**src/rtl/core/efra_pkg.sv**
```systemverilog
// ----------------------------------------------------------------------------
// efra_pkg
// shared types and constants of the earliest free room allocator
// ----------------------------------------------------------------------------
package efra_pkg;

  localparam int ROOMS_DEF = 16;
  localparam int ROOMS_MAX = 256;

  localparam int TIME_W = 32;
  localparam int FREE_W = 40;
  localparam int CNT_W  = 32;
  localparam int ROOM_W = 4;
  localparam int CFG_W  = 5;
  localparam int IDX_W  = $clog2(ROOMS_MAX);

  localparam logic [FREE_W-1:0] FREE_MAX  = '1;
  localparam logic [CNT_W-1:0]  COUNT_MAX = '1;
  localparam logic [CFG_W-1:0]  ACTIVE_RESET = CFG_W'(ROOMS_DEF);

  localparam logic CMD_BOOK  = 1'b0;
  localparam logic CMD_QUERY = 1'b1;

  // search packet that walks the row of room cells
  typedef struct packed {
    logic              valid;
    logic              found;
    logic [IDX_W-1:0]  pick_idx;
    logic [IDX_W-1:0]  early_idx;
    logic [FREE_W-1:0] early_time;
    logic [IDX_W-1:0]  best_idx;
    logic [CNT_W-1:0]  best_cnt;
    logic [FREE_W-1:0] best_time;
  } scan_pkt_t;

  // write-back to the chosen room
  typedef struct packed {
    logic              valid;
    logic [IDX_W-1:0]  idx;
    logic [FREE_W-1:0] free_time;
  } room_upd_t;

endpackage

```
**src/rtl/core/efra_cell.sv**
```systemverilog
// ----------------------------------------------------------------------------
// efra_cell
// one room: holds free time and booking count, folds itself into the
// passing search packet and registers it for the next cell
// ----------------------------------------------------------------------------
module efra_cell #(
  parameter int ROOMS = efra_pkg::ROOMS_DEF,
  parameter int IDX   = 0
) (
  input  logic                                  clk,
  input  logic                                  rst,
  input  logic                                  cmd,
  input  logic [efra_pkg::TIME_W-1:0]           start,
  input  logic [$clog2(ROOMS+1)-1:0]            live,
  input  efra_pkg::room_upd_t                   upd,
  input  efra_pkg::scan_pkt_t                   pkt_in,
  output efra_pkg::scan_pkt_t                   pkt_out
);

  localparam int LW = $clog2(ROOMS + 1);
  localparam logic [efra_pkg::IDX_W-1:0] MY_IDX = efra_pkg::IDX_W'(IDX);

  logic [efra_pkg::FREE_W-1:0] free_time;
  logic [efra_pkg::CNT_W-1:0]  count;
  logic                        active;
  logic                        hit;
  efra_pkg::scan_pkt_t         pkt_next;

  assign active = (LW'(IDX) < live);
  assign hit    = upd.valid && (upd.idx == MY_IDX);

  always_comb begin
    pkt_next = pkt_in;
    if (pkt_in.valid && active) begin
      if (cmd == efra_pkg::CMD_BOOK) begin
        if (!pkt_in.found) begin
          if (free_time <= efra_pkg::FREE_W'(start)) begin
            pkt_next.found    = 1'b1;
            pkt_next.pick_idx = MY_IDX;
          end else if (IDX == 0 || free_time < pkt_in.early_time) begin
            pkt_next.early_time = free_time;
            pkt_next.early_idx  = MY_IDX;
          end
        end
      end else begin
        // room zero always seeds the running maximum
        if (IDX == 0 || count > pkt_in.best_cnt) begin
          pkt_next.best_cnt  = count;
          pkt_next.best_idx  = MY_IDX;
          pkt_next.best_time = free_time;
        end
      end
    end
  end

  always_ff @(posedge clk) begin
    if (rst) begin
      pkt_out.valid <= 1'b0;
    end else begin
      pkt_out <= pkt_next;
    end
  end

  always_ff @(posedge clk) begin
    if (rst) begin
      free_time <= '0;
      count     <= '0;
    end else if (hit) begin
      free_time <= upd.free_time;
      if (count != efra_pkg::COUNT_MAX) begin
        count <= count + 1'b1;
      end
    end
  end

endmodule

```
**config.mk**
```make
export PLATFORM = sky130hd
export DESIGN_NAME = efra_cell
export DESIGN_NICKNAME = d
export VERILOG_FILES = /design/src/rtl/core/efra_pkg.sv /design/src/rtl/core/efra_cell.sv
export SDC_FILE = /design/constraint.sdc
export NUM_CORES = 1
export LEC_CHECK = 0
export BUFFER_PORTS_ARGS = -buffer_cell sky130_fd_sc_hd__buf_2
export CAP_MARGIN = 20
export CORE_UTILIZATION = 49
export DETAILED_ROUTE_END_ITERATION = 10
export PLACE_DENSITY_LB_ADDON = 0.15
export REMOVE_ABC_BUFFERS = 1
export SYNTH_ARGS = -nofsm -noshare
export SYNTH_HDL_FRONTEND = slang
export SYNTH_SLANG_ARGS = --single-unit
export TNS_END_PERCENT = 30
```
**constraint.sdc**
```tcl
create_clock -name clk -period 4.85 [get_ports clk]
set_input_delay 0.97 -clock clk [delete_from_list [all_inputs] [get_ports clk]]
set_output_delay 0.97 -clock clk [all_outputs]
set_load 0.01 [all_outputs]
```
Word level (Yosys, flattened, before mapping)
Index checks and enable logic that the tools add are counted.
- bits in registers: 210
- logic and storage cells: 24
- bits of input ports: 227
- equality and inequality tests: 1
- $lt $le $gt $ge: 2
- reductions and logical operators: 4
- $add $sub $neg: 1
- muxes and demuxes: 6
- operators by type and width (kind ; count):
    $mux 137 ; 1
    $mux 57 ; 2
    $mux 80 ; 1
    $mux 48 ; 1
    $le 40x32->1 ; 1
    $add 32x1->32 const B ; 1
    $ne 32x32->1 const B ; 1
    $mux 9 ; 1
    $logic_not 8->1 ; 1
    $lt 1x5->1 const A ; 1
    $logic_and 1x1->1 ; 2
    $reduce_and 2->1 ; 1

Logic depth before layout (Yosys ltp)
- depth in word-level cells: 5
- mapped depth: 10
- mapped depth without buffers: 8

Least setup slack after synthesis
No wires, ideal clock.
- path type: input to register
- start: input rst
- end: register pkt_out[0] (netlist bit) (enable)
- data arrival time: 4.020 ns
- stages on the path: 3
- slack: 0.341 ns
- path buffers: 2
- setup time: 0.489 ns
- cell sequence: clkbuf_1 > clkbuf_1 > inv_1
- RTL lines (what ; RTL line ; text):
    start, declared ; efra_cell.sv:11 ; input logic rst,
    end signal, assigned ; efra_cell.sv:60 ; pkt_out <= pkt_next;
    end, declared ; efra_cell.sv:17 ; output efra_pkg::scan_pkt_t pkt_out
No word-level cell between the ends.

==> impl_metrics.prom <==
# TYPE chip_impl_metric gauge
chip_impl_metric{name="gpl.final_weighted_congestion",unit=""} 0.877
chip_impl_metric{name="cts_sinks",unit=""} 210
chip_impl_metric{name="detailedPlacementHpwl",unit="microns"} 18300
chip_impl_info{name="synth.largest_area_cell",value="edfxtp_1"} 1
chip_impl_metric{name="fin_skew",unit="ns"} 0.0107
chip_impl_metric{name="critical_path_required",unit="ns"} 5.10
chip_impl_metric{name="ys_seq_area_share",unit="%"} 58.6
chip_impl_info{name="critical_path.endpoint_type",value="flop"} 1
chip_impl_metric{name="reg2reg_path_depth",unit=""} 6
chip_impl_metric{name="die-height",unit="microns"} 141
chip_impl_metric{name="cts-buffers-inserted",unit=""} 23
chip_impl_metric{name="floorplan.rows",unit=""} 50
chip_impl_metric{name="synthesis.area_per_instance",unit="sq um"} 12.2
chip_impl_metric{name="clock_path_buffers",unit=""} 3
chip_impl_metric{name="postCtsHoldBufs",unit=""} 0
chip_impl_info{name="holdCritPathClass",value="flop to flop"} 1
chip_impl_metric{name="finalHoldWorstSlack",unit="ns"} 0.467
chip_impl_metric{name="post_route_cells_drive_above_1_share",unit="%"} 45.0
chip_impl_metric{name="dr_total_vias",unit=""} 7228
chip_impl_metric{name="numPlacedInstances",unit=""} 1383
chip_impl_metric{name="nFillCells",unit=""} 1589
chip_impl_metric{name="cts_setup_buffers",unit=""} 0
chip_impl_metric{name="hold-path-cell-count",unit=""} 2
chip_impl_metric{name="pre_cts_worst_setup_slack",unit="ns"} 1.04
chip_impl_metric{name="final_critical_path_setup_slack",unit="ns"} 1.56
chip_impl_info{name="yosys_most_used_dff",value="edfxtp_1"} 1
chip_impl_metric{name="timing.final.hold_violations",unit=""} 0
chip_impl_metric{name="total_leakage_power",unit="nW"} 5.29
chip_impl_metric{name="viasPerCell",unit=""} 5.03
chip_impl_metric{name="async_reset_ff_share",unit="%"} 0
chip_impl_info{name="critical_path_class",value="primary input to flop"} 1
chip_impl_metric{name="synth.lib_cells_used.distinct",unit=""} 47
chip_impl_metric{name="synthesis.instances",unit=""} 781
chip_impl_metric{name="global_routing_usage_summed_across_all_routing_layers",unit="%"} 24.4
chip_impl_metric{name="drc_marker_count_from_the_first_detailed_route_iteration",unit=""} 316
chip_impl_metric{name="drtPass1Iterations",unit=""} 4
chip_impl_metric{name="stdcell_count",unit=""} 1436
chip_impl_info{name="result_of_the_run",value="complete, no violations"} 1
chip_impl_metric{name="setup_violations",unit=""} 0
chip_impl_metric{name="grt_pass1_wl",unit="microns"} 37400
chip_impl_metric{name="finalWorstPathRequiredPeriod",unit="ns"} 3.29
chip_impl_metric{name="final.period_utilization",unit="%"} 67.9
chip_impl_info{name="worst_r2r_startpoint",value="free_time[36]$_SDFFE_PP0P_"} 1
chip_impl_metric{name="via_count_of_the_first_global_routing_pass",unit=""} 7106
chip_impl_metric{name="report.power.total",unit="mW"} 4.22
chip_impl_metric{name="post-route-util",unit="%"} 65.7
chip_impl_info{name="worstReg2RegEnd",value="pkt_out[85]$_DFFE_PN_"} 1
chip_impl_metric{name="detail-route-antenna-nets",unit=""} 0
chip_impl_metric{name="worst-endpoint-arrival",unit="ns"} 3.54
chip_impl_metric{name="number_of_top_level_pins",unit=""} 365
chip_impl_metric{name="htreeDepth",unit=""} 1
chip_impl_info{name="cts_tree",value="yes"} 1
chip_impl_metric{name="buffer_ports.inserted",unit=""} 364
chip_impl_metric{name="antenna_found_initial",unit=""} 11
chip_impl_metric{name="synth-seq-cells",unit=""} 210
chip_impl_info{name="grt_setup_unrepaired",value="false"} 1
chip_impl_metric{name="r2r_slack",unit="ns"} 1.62
chip_impl_metric{name="relSlewSlack",unit="%"} 35.8
chip_impl_metric{name="syn_area",unit="sq mm"} 0.00952
chip_impl_metric{name="yosys.area.top_type_share",unit="%"} 43.2
chip_impl_metric{name="number_of_gates_resized_after_cts",unit=""} 0
chip_impl_metric{name="count_of_unresolved_drc_violations_after_routing",unit=""} 0
chip_impl_metric{name="fmax",unit="GHz"} 0.304
chip_impl_metric{name="finish.net_count",unit=""} 1408
chip_impl_metric{name="maxCapViolCount",unit=""} 0
chip_impl_info{name="synth.top_cells.by_area",value="edfxtp_1, dfxtp_1, mux2_2"} 1
chip_impl_metric{name="clk_pin_slew",unit="ns"} 0.06
chip_impl_metric{name="initial_utilization",unit="%"} 50.4
chip_impl_metric{name="ys_warn_count",unit=""} 0
chip_impl_metric{name="max-vdd-ir-drop",unit="mV"} 0.269
chip_impl_metric{name="slew_viol_final",unit=""} 0
chip_impl_info{name="critPathLaunchType",value="primary input"} 1
chip_impl_metric{name="area_growth_syn_to_layout",unit="%"} 30.5
chip_impl_metric{name="clock_insertion_delay_worst_skew",unit="ns"} 0.50
chip_impl_metric{name="grt.overflow.total",unit=""} 0
chip_impl_metric{name="worst-slew-pin-transition",unit="ns"} 0.960
chip_impl_metric{name="coreArea",unit="sq mm"} 0.0189
chip_impl_metric{name="grt_max_degree",unit=""} 74
chip_impl_metric{name="synth_edf_count",unit=""} 137
chip_impl_metric{name="power.density",unit="mW/mm^2"} 340
chip_impl_metric{name="postRouteWirelength",unit="microns"} 25100
chip_impl_info{name="startpoint",value="start[25]"} 1
chip_impl_metric{name="path_max_fanout",unit=""} 39
chip_impl_info{name="cts_root_buffer",value="clkbuf_16"} 1
chip_impl_metric{name="area_enclosed_by_the_die_boundary",unit="sq mm"} 0.0200
chip_impl_metric{name="detail_route.wl_per_cell",unit="microns"} 17.5
chip_impl_info{name="cp-endpoint",value="pkt_out[85]$_DFFE_PN_"} 1
chip_impl_metric{name="dieWidth",unit="microns"} 141
area by class of cell:
class	count	area, sq um	area share [%]
clock buffer	31	616	4.96
antenna	11	27.5	0.222
multi-input combinational	500	3640	29.3
inverter	39	151	1.22
tap	260	325	2.62
clock inverter	11	155	1.25
sequential	210	5580	44.9
timing repair buffer	374	1920	15.5
kinds of logic after synthesis:
family	after synthesis	synth area share (%)
buf+inv	71	3.34
mux	106	13.3
xor+xnor	29	2.67
simple gates	242	11.8
compound gates	90	5.90
flops	210	58.6
fa+ha+maj	33	4.34
sequential cells by signal, indices dropped and copies added (netlist names):
signal	cells
count	32
free_time	40
pkt_out	138
layer usage:
metal  track usage [%]  part of all wire [%]  up-vias
met5                 0                 0.040        -
met4              11.0                   3.9        2
met3              5.60                   6.1       63
met2              43.9                    52      263
met1              27.5                    38     3352
li1                  -                     -     3548
where the power goes:
| group | internal, mW | switching, mW | leakage [nW] |
|---|---|---|---|
| sequential | 2.02 | 0.0218 | 1.92 |
| combinational | 0.198 | 0.203 | 2.99 |
| clock | 1.10 | 0.678 | 0.376 |
worst min path at each step:
stage | from | end | slack, ns
after floorplan | free_time[0]$_SDFFE_PP0P_ | free_time[0]$_SDFFE_PP0P_ | 0.44
after global placement | free_time[0]$_SDFFE_PP0P_ | free_time[0]$_SDFFE_PP0P_ | 0.46
after detailed placement | free_time[0]$_SDFFE_PP0P_ | free_time[0]$_SDFFE_PP0P_ | 0.46
after CTS | free_time[0]$_SDFFE_PP0P_ | free_time[0]$_SDFFE_PP0P_ | 0.47
after global routing | free_time[0]$_SDFFE_PP0P_ | free_time[0]$_SDFFE_PP0P_ | 0.50
final | free_time[0]$_SDFFE_PP0P_ | free_time[0]$_SDFFE_PP0P_ | 0.47
metrics by stage:
stage / setup TNS (ns) / cell area [sq um]
after floorplan: -4.05 / 9340
after global placement: 0 / 11600
after detailed placement: 0 / 11600
after CTS: 0 / 12400
after global routing: 0 / 12400
final: 0 / 12400
placed cells by master (no fill, tap or decap), drive strengths merged, types with 3 or more instances in the layout:
master / n
nand4: 16
nor2: 39
edfxtp: 137
clkinv: 6
diode: 11
xor2: 9
dfxtp: 73
or3: 4
inv: 40
a21o: 3
ha: 33
and2: 16
nor2b: 3
nor3: 18
o21ai: 11
clkbuf: 31
nand3: 17
bufinv: 4
mux2: 106
xnor2: 20
and3: 4
or4: 4
nand2: 110
nor4: 9
buf: 374
a21oi: 55
a21boi: 9
worst max-delay path: stages:
cell and delay, ns:
buf_2 0.07, inv_1 0.03, ha_1 0.30, a21oi_1 0.13, nor2_1 0.06, a211oi_1 0.22
o221ai_1 0.26, o311ai_4 0.74, buf_12 0.33, mux2_2 0.38
cells in the mapped netlist, types with 2 or more instances:
cell	number
a21boi_0	8
a21o_1	3
a21oi_1	54
and2_1	16
and3_1	4
buf_1	4
buf_12	2
buf_2	3
buf_4	2
clkbuf_1	20
dfxtp_1	73
edfxtp_1	137
ha_1	33
inv_1	39
mux2_2	86
mux2_4	20
nand2_1	110
nand3_1	17
nand4_1	16
nor2_1	39
nor2b_1	3
nor3_1	18
nor4_1	7
nor4_2	2
o21ai_0	11
or3_1	4
or4_1	2
or4_4	2
xnor2_1	20
xor2_1	9
(Power assumes the default switching activity.)
